[src/rtl/plc_pkg.sv]
// Package for the proximity lid controller: item types, mode and command codes, register map and reset values.
package plc_pkg;

    typedef enum logic [2:0] {
        MODE_IDLE    = 3'd0,
        MODE_CONFIRM = 3'd1,
        MODE_OPEN    = 3'd2,
        MODE_CLOSING = 3'd3,
        MODE_FORCED  = 3'd4
    } lid_mode_t;

    typedef enum logic [1:0] {
        CMD_NONE  = 2'd0,
        CMD_OPEN  = 2'd1,
        CMD_CLOSE = 2'd2
    } cmd_t;

    localparam logic [2:0] REG_PRESENCE_LOW  = 3'd0;
    localparam logic [2:0] REG_PRESENCE_HIGH = 3'd1;
    localparam logic [2:0] REG_CONFIRM_COUNT = 3'd2;
    localparam logic [2:0] REG_HOLD_TICKS    = 3'd3;
    localparam logic [2:0] REG_DUTY_OPEN     = 3'd4;
    localparam logic [2:0] REG_DUTY_CLOSED   = 3'd5;

    localparam logic [7:0] PRESENCE_LOW_RST  = 8'd2;
    localparam logic [7:0] PRESENCE_HIGH_RST = 8'd30;
    localparam logic [7:0] CONFIRM_COUNT_RST = 8'd3;
    localparam logic [7:0] HOLD_TICKS_RST    = 8'd100;
    localparam logic [9:0] DUTY_OPEN_RST     = 10'd100;
    localparam logic [9:0] DUTY_CLOSED_RST   = 10'd25;

    typedef struct packed {
        logic [1:0] command;
        logic [7:0] distance;
        logic [7:0] fill_distance_in;
    } in_item_t;

    typedef struct packed {
        logic [9:0] servo_duty;
        logic       notify_open;
        logic       fill_report_valid;
        logic [7:0] fill_distance_out;
        logic [2:0] mode;
    } out_item_t;

endpackage

[src/rtl/proximity_lid_controller.sv]
// Proximity lid controller: command handling, five-mode lid machine and result register.
//
// One item per control tick. Each accepted item first applies its remote command
// (force open, close), then steps the lid machine once: idle waits for a
// distance strictly inside the presence window, confirm counts down a run of
// in-range samples, open holds the lid and reloads the hold timer on presence,
// closing drives the closed duty and reports the fill distance, forced open
// stays open until a close command. Throughput is one item per clock while
// out_ready is high; the result of an item is offered on the output in the
// cycle after it is accepted. The rate is set by the combinational step: two
// window compares, two 8-bit decrements and the mode select, all between the
// state registers and the result register. in_ready stays high while the
// result register is empty or being emptied, so a new item is taken in the
// same cycle a result leaves. Configuration is a plain write port; writes take
// effect at once and are meant to be made while no item is in flight.
module proximity_lid_controller (
    input  logic                clk,
    input  logic                rst_n,
    input  logic                in_valid,
    output logic                in_ready,
    input  plc_pkg::in_item_t   in_item,
    output logic                out_valid,
    input  logic                out_ready,
    output plc_pkg::out_item_t  out_item,
    input  logic                cfg_we,
    input  logic [2:0]          cfg_index,
    input  logic [9:0]          cfg_data
);

    // configuration registers
    logic [7:0] presence_low_reg;
    logic [7:0] presence_high_reg;
    logic [7:0] confirm_count_reg;
    logic [7:0] hold_ticks_reg;
    logic [9:0] duty_open_reg;
    logic [9:0] duty_closed_reg;

    // lid state
    plc_pkg::lid_mode_t lid_mode_reg, lid_mode_next;
    logic [7:0]         confirm_left_reg, confirm_left_next;
    logic [7:0]         hold_left_reg, hold_left_next;
    logic [9:0]         drive_value_reg, drive_value_next;

    // result register
    logic               out_valid_reg, out_valid_next;
    plc_pkg::out_item_t out_item_reg, out_item_next;

    logic               in_accept;
    logic               present;
    plc_pkg::lid_mode_t cmd_mode;      // mode after the command is applied
    logic               cmd_notify;
    logic [7:0]         confirm_dec;
    logic [7:0]         hold_dec;
    logic               notify;
    logic               fill_valid;

    assign in_ready  = !out_valid_reg || out_ready;
    assign in_accept = in_valid && in_ready;
    assign out_valid = out_valid_reg;
    assign out_item  = out_item_reg;

    // presence: strictly inside the window; an inverted window never matches
    assign present = (in_item.distance > presence_low_reg)
                  && (in_item.distance < presence_high_reg);

    // remote command stage
    always_comb
    begin
        cmd_mode   = lid_mode_reg;
        cmd_notify = 1'b0;
        priority if (in_item.command == plc_pkg::CMD_OPEN
                     && lid_mode_reg != plc_pkg::MODE_FORCED)
        begin
            cmd_mode   = plc_pkg::MODE_FORCED;
            cmd_notify = 1'b1;
        end
        else if (in_item.command == plc_pkg::CMD_CLOSE
                 && lid_mode_reg != plc_pkg::MODE_CLOSING)
        begin
            cmd_mode = plc_pkg::MODE_CLOSING;
        end
        else
        begin
            cmd_mode = lid_mode_reg;
        end
    end

    // counters wrap modulo 256
    assign confirm_dec = present ? (confirm_left_reg - 8'd1) : confirm_left_reg;
    assign hold_dec    = hold_left_reg - 8'd1;

    // next state
    always_comb
    begin
        lid_mode_next     = cmd_mode;
        confirm_left_next = confirm_left_reg;
        hold_left_next    = hold_left_reg;
        drive_value_next  = drive_value_reg;
        unique case (cmd_mode)
            plc_pkg::MODE_CONFIRM:
            begin
                confirm_left_next = confirm_dec;
                // an exhausted count opens even on a tick without presence
                if (confirm_dec == 8'd0)
                begin
                    lid_mode_next  = plc_pkg::MODE_OPEN;
                    hold_left_next = hold_ticks_reg;
                end
                else if (!present)
                begin
                    lid_mode_next = plc_pkg::MODE_IDLE;
                end
            end
            plc_pkg::MODE_OPEN:
            begin
                drive_value_next = duty_open_reg;
                if (present)
                begin
                    hold_left_next = hold_ticks_reg;
                end
                else
                begin
                    hold_left_next = hold_dec;
                    if (hold_dec == 8'd0)
                    begin
                        lid_mode_next = plc_pkg::MODE_CLOSING;
                    end
                end
            end
            plc_pkg::MODE_CLOSING:
            begin
                drive_value_next = duty_closed_reg;
                lid_mode_next    = plc_pkg::MODE_IDLE;
            end
            plc_pkg::MODE_FORCED:
            begin
                drive_value_next = duty_open_reg;
            end
            default:
            begin
                // idle, and any unreachable code, behaves as idle
                drive_value_next = duty_closed_reg;
                if (present)
                begin
                    lid_mode_next     = plc_pkg::MODE_CONFIRM;
                    confirm_left_next = confirm_count_reg;
                end
                else
                begin
                    lid_mode_next = plc_pkg::MODE_IDLE;
                end
            end
        endcase
    end

    // outputs of the step
    always_comb
    begin
        notify     = cmd_notify;
        fill_valid = 1'b0;
        unique case (cmd_mode)
            plc_pkg::MODE_CONFIRM: notify     = cmd_notify || (confirm_dec == 8'd0);
            plc_pkg::MODE_CLOSING: fill_valid = 1'b1;
            default:               notify     = cmd_notify;
        endcase
    end

    always_comb
    begin
        out_item_next.servo_duty        = drive_value_next;
        out_item_next.notify_open       = notify;
        out_item_next.fill_report_valid = fill_valid;
        out_item_next.fill_distance_out = fill_valid ? in_item.fill_distance_in : 8'd0;
        out_item_next.mode              = lid_mode_next;
    end

    always_comb
    begin
        if (in_accept)
        begin
            out_valid_next = 1'b1;
        end
        else if (out_ready)
        begin
            out_valid_next = 1'b0;
        end
        else
        begin
            out_valid_next = out_valid_reg;
        end
    end

    // configuration writes; unknown indexes are ignored
    always_ff @(posedge clk or negedge rst_n)
    begin
        if (!rst_n)
        begin
            presence_low_reg  <= plc_pkg::PRESENCE_LOW_RST;
            presence_high_reg <= plc_pkg::PRESENCE_HIGH_RST;
            confirm_count_reg <= plc_pkg::CONFIRM_COUNT_RST;
            hold_ticks_reg    <= plc_pkg::HOLD_TICKS_RST;
            duty_open_reg     <= plc_pkg::DUTY_OPEN_RST;
            duty_closed_reg   <= plc_pkg::DUTY_CLOSED_RST;
        end
        else if (cfg_we)
        begin
            case (cfg_index)
                plc_pkg::REG_PRESENCE_LOW:  presence_low_reg  <= cfg_data[7:0];
                plc_pkg::REG_PRESENCE_HIGH: presence_high_reg <= cfg_data[7:0];
                plc_pkg::REG_CONFIRM_COUNT: confirm_count_reg <= cfg_data[7:0];
                plc_pkg::REG_HOLD_TICKS:    hold_ticks_reg    <= cfg_data[7:0];
                plc_pkg::REG_DUTY_OPEN:     duty_open_reg     <= cfg_data;
                plc_pkg::REG_DUTY_CLOSED:   duty_closed_reg   <= cfg_data;
                default: ;
            endcase
        end
    end

    // lid state advances once per accepted item
    always_ff @(posedge clk or negedge rst_n)
    begin
        if (!rst_n)
        begin
            lid_mode_reg     <= plc_pkg::MODE_IDLE;
            confirm_left_reg <= 8'd0;
            hold_left_reg    <= 8'd0;
            drive_value_reg  <= plc_pkg::DUTY_CLOSED_RST;
            out_valid_reg    <= 1'b0;
        end
        else
        begin
            out_valid_reg <= out_valid_next;
            if (in_accept)
            begin
                lid_mode_reg     <= lid_mode_next;
                confirm_left_reg <= confirm_left_next;
                hold_left_reg    <= hold_left_next;
                drive_value_reg  <= drive_value_next;
            end
        end
    end

    // result payload, no reset needed
    always_ff @(posedge clk)
    begin
        if (in_accept)
        begin
            out_item_reg <= out_item_next;
        end
    end

    // a fill report always comes with the lid back in idle
    a_fill_idle: assert property (@(posedge clk) disable iff (!rst_n)
        out_valid_reg && out_item_reg.fill_report_valid
            |-> out_item_reg.mode == plc_pkg::MODE_IDLE)
        else $error("fill report without idle mode");

    // the pending result mirrors the stored state
    a_mode_match: assert property (@(posedge clk) disable iff (!rst_n)
        out_valid_reg |-> (out_item_reg.mode == lid_mode_reg)
                       && (out_item_reg.servo_duty == drive_value_reg))
        else $error("result does not match lid state");

    // notify only when the lid has just been opened
    a_notify_open: assert property (@(posedge clk) disable iff (!rst_n)
        out_valid_reg && out_item_reg.notify_open
            |-> out_item_reg.mode == plc_pkg::MODE_OPEN
             || out_item_reg.mode == plc_pkg::MODE_FORCED)
        else $error("notify without open lid");

    // state only moves on an accepted item
    a_state_hold: assert property (@(posedge clk) disable iff (!rst_n)
        !in_accept |=> $stable(lid_mode_reg) && $stable(hold_left_reg)
                    && $stable(confirm_left_reg))
        else $error("lid state changed without an item");

endmodule
[config.mk]
export PLATFORM = sky130hd
export DESIGN_NAME = proximity_lid_controller
export DESIGN_NICKNAME = d
export VERILOG_FILES = /design/src/rtl/plc_pkg.sv /design/src/rtl/proximity_lid_controller.sv
export SDC_FILE = /design/constraint.sdc
export NUM_CORES = 1
export LEC_CHECK = 0
export ABC_CLOCK_PERIOD_IN_PS = 3600
export BUFFER_PORTS_ARGS = -buffer_cell sky130_fd_sc_hd__buf_2
export CELL_PAD_IN_SITES_DETAIL_PLACEMENT = 1
export CELL_PAD_IN_SITES_GLOBAL_PLACEMENT = 2
export CORE_UTILIZATION = 39
export DETAILED_ROUTE_END_ITERATION = 16
export GPL_ROUTABILITY_DRIVEN = 0
export PLACE_DENSITY = 0.79
export SETUP_SLACK_MARGIN = 0.4
export SYNTH_ARGS = -nofsm -noshare
export SYNTH_HDL_FRONTEND = slang
export SYNTH_SLANG_ARGS = --single-unit
[constraint.sdc]
create_clock -name clk -period 3.6 [get_ports clk]
set_input_delay 0.54 -clock clk [delete_from_list [all_inputs] [get_ports clk]]
set_output_delay 0.54 -clock clk [all_outputs]
set_load 0.01 [all_outputs]
==> results.py <==
metrics = {
    "worst_setup_path": {
        "required_ns": 3.85,
        "r2r-end": "hold_left_reg[7]$_DFFE_PN0P_",
        "rrSetupSlack_ns": 0.75,
        "arrival_ns": 3.10,
        "critPathMaxFanout": 9,
        "criticalPathCategory": "register to register",
        "timing.critical_path.buf_inv": 1,
        "setup.worst_path.start_class": "register",
        "cpLargestDelayFamily": "compound AO/OA/AOI/OAI gates",
        "cp-end-kind": "register",
        "critical-path-slowest-cell": "o311ai_2",
        "rr_worst_depth": 9,
        "crit-reg2reg-launch": "presence_low_reg[1]$_DFFE_PN1P_",
        "critPathMaxStageDelay_ns": 0.70,
        "worstPathCellList": "inv_1, ha_1, nor2b_1, o211ai_2, a21oi_1, o21a_1, o311ai_2, nand2_4, o22a_1",
    },
    "synth": {
        "netlist_area_mm2": 0.00515,
        "ys.flop_type": "dfrtp_1",
        "yosys.area.top_type": "dfrtp_1",
        "synth_edf_count": 23,
        "syn_avg_cell_area_um2": 11.5,
        "ys_seq_area_share_pct": 53.7,
        "yosys_warnings": 0,
        "synth_area_leaders": "dfrtp_1 (31%), edfxtp_1 (13%), dfstp_2 (9.7%), mux2_2 (8.5%), ha_1 (4.4%)",
        "syn_nets": 503,
        "synth_cell_types": 62,
        "synth_top_area_share_pct": 30.6,
        "synth_most_common_cell": "dfrtp_1",
        "async_reset_ff_share_pct": 78.1,
        "synth_seq_cells": 105,
        "synth_common_cells": "dfrtp_1 (63), nand2_1 (49), mux2_2 (39)",
        "syn_inst": 449,
    },
    "sta": {
        "whs_ns": 0.342,
        "setup_tns_ns": 0,
        "worst_pin_slew_ns": 1.10,
        "finalSetupViolations": 0,
        "max_freq_mhz": 351,
        "finalCritPeriodShare_pct": 79.2,
        "hold_violations": 0,
        "fin_skew_ns": 0.00653,
        "relSlewSlack_pct": 26.9,
        "rsz0062_at_grt": "false",
        "slew_viol_final": 0,
        "fin_crit_ns": 2.85,
    },
    "floorplanning": {
        "die_area_mm2": 0.0137,
        "core-area_mm2": 0.0128,
        "die_h_um": 117,
        "die_x_um": 117,
        "rows": 41,
        "pin_count": 61,
        "start_util_pct": 40.4,
    },
    "detailed_routing": {
        "finalWirelength_mm": 12.5,
        "wire_per_inst_um": 18.1,
        "vias": 3705,
        "first_pass_iters": 4,
        "drc": 0,
        "drtAntennaViolNets": 0,
        "via_per_inst": 5.35,
        "drt-initial-drc-count": 121,
    },
    "run": {
        "drv_cap": 0,
    },
    "cts": {
        "postCtsHoldBufs": 0,
        "max-clock-path-buffers": 2,
        "cts_tree": "built",
        "h-tree-depth": 3,
        "cts_buffers": 9,
        "cts.clk_slew.worst_paths_ns": 0.07,
        "clk_latency_ns": 0.36,
        "cts_resized": 0,
        "cts_sinks": 105,
        "post_cts_buffers": 0,
        "cts_root_buffer": "clkbuf_16",
    },
    "power": {
        "internal_power_w": 0.00241,
        "cellPowerDensity_mw_per_mm2": 605,
        "ir_drop_v": 0.000251,
        "switching_power_w": 0.00120,
        "pwr-share-clk_pct": 26.4,
        "pwr-share-seq_pct": 47.2,
        "combPwrFrac_pct": 26.4,
        "total_power_w": 0.00361,
        "swShare_pct": 33.3,
        "p_leak_nw": 2.55,
    },
    "final_layout": {
        "area_delta_synth_final_pct": 15.7,
        "diodes": 0,
        "final_nets": 570,
        "regArea_mm2": 0.00277,
        "largest_reg_flops": 23,
        "drive_gt1_share_pct": 30.7,
        "fill_cells": 1398,
        "finish.utilization_pct": 46.7,
        "final_cells": 693,
        "multi_input_area_mm2": 0.00225,
    },
    "placed_design": {
        "dp_cells": 677,
        "portBuffers": 60,
        "hpwl_mm": 8.75,
    },
    "global_route": {
        "grt_pass1_vias": 3890,
        "grt.overflow.total": 0,
        "grt_first_pass_wirelength_mm": 20.6,
        "gr-usage-all-layers_pct": 20.4,
        "grt_antenna_before_repair": 0,
        "grt_start_max_net_pins": 83,
    },
    "hold_path": {
        "hold_class": "input port to async pin",
    },
    "run_status": {
        "outcome": "finished, final reports clean",
    },
}
==> through the flow <==
stage          instance area [um^2]  setup WS, ns
4_1_cts                        5970         0.771
3_3_place_gp                   5690         0.722
3_5_place_dp                   5690         0.676
2_1_floorplan                  5150          1.05
5_1_grt                        5970         0.599
6_report                       5970         0.750
==> worst max path at each step <==
| stage | startpoint | to | cells after the start |
|---|---|---|---|
| 3_3_place_gp | in_item[9] | hold_left_reg[7]$_DFFE_PN0P_ | 9 |
| 2_1_floorplan | in_item[9] | hold_left_reg[7]$_DFFE_PN0P_ | 9 |
| 5_1_grt | presence_high_reg[1]$_DFFE_PN1P_ | hold_left_reg[1]$_DFFE_PN0P_ | 9 |
| 3_5_place_dp | in_item[9] | hold_left_reg[7]$_DFFE_PN0P_ | 9 |
| 4_1_cts | presence_low_reg[1]$_DFFE_PN1P_ | hold_left_reg[7]$_DFFE_PN0P_ | 9 |
| 6_report | presence_low_reg[1]$_DFFE_PN1P_ | hold_left_reg[7]$_DFFE_PN0P_ | 9 |
==> logic make-up after synthesis <==
group | after synthesis | synth area share, %
adders and majority gates | 19 | 4.59
muxes | 47 | 10.1
buffers and inverters | 38 | 2.94
AOI/OAI and AO/OA | 93 | 13.4
and+or+nand+nor | 141 | 14.3
xor gates and xnor gates | 6 | 1.02
DFF | 105 | 53.7
==> power groups by stage <==
stage | sequential [W] | combinational (W) | clock, W
floorplan | 0.00170 | 0.000669 | 0
global placement | 0.00171 | 0.000920 | 0
detailed placement | 0.00173 | 0.000951 | 0
CTS | 0.00171 | 0.000965 | 0.000977
global route | 0.00174 | 0.00108 | 0.00101
finish | 0.00170 | 0.000953 | 0.000953
==> metal layers <==
| layer | up-vias | track usage (%) | wire length, um |
|---|---|---|---|
| met3 | 14 | 3.30 | 355 |
| met2 | 63 | 34.0 | 5960 |
| met1 | 1868 | 26.9 | 6020 |
| li1 | 1760 | - | - |
| met4 | 0 | 7.85 | 209 |
| met5 | - | 0 | 0 |
==> cell usage in the layout, fill, tap and decap left out, drive strengths merged, types with 4 or more instances in the layout <==
cell type  instances
nand4              5
o31ai              4
o21ai             23
o2bb2ai            7
edfxtp            23
a22oi             10
clkbuf            10
mux2i              8
inv               30
nand2             50
mux2              39
nor2              30
ha                18
a32o               5
nand3             12
buf               67
a21oi             11
o211ai             5
dfrtp             63
nor3               7
dfstp             19
nor2b              4
nand2b             8
a31oi             11
and2               8
==> area by class of cell <==
type,instances,share of cell area [%]
clock buffer,10,3.84
clock inverter,6,0.818
multi-input combinational,306,37.7
tap,172,3.61
inverter,27,1.70
timing repair buffer,67,5.96
sequential,105,46.4
(Power assumes the default switching activity.)
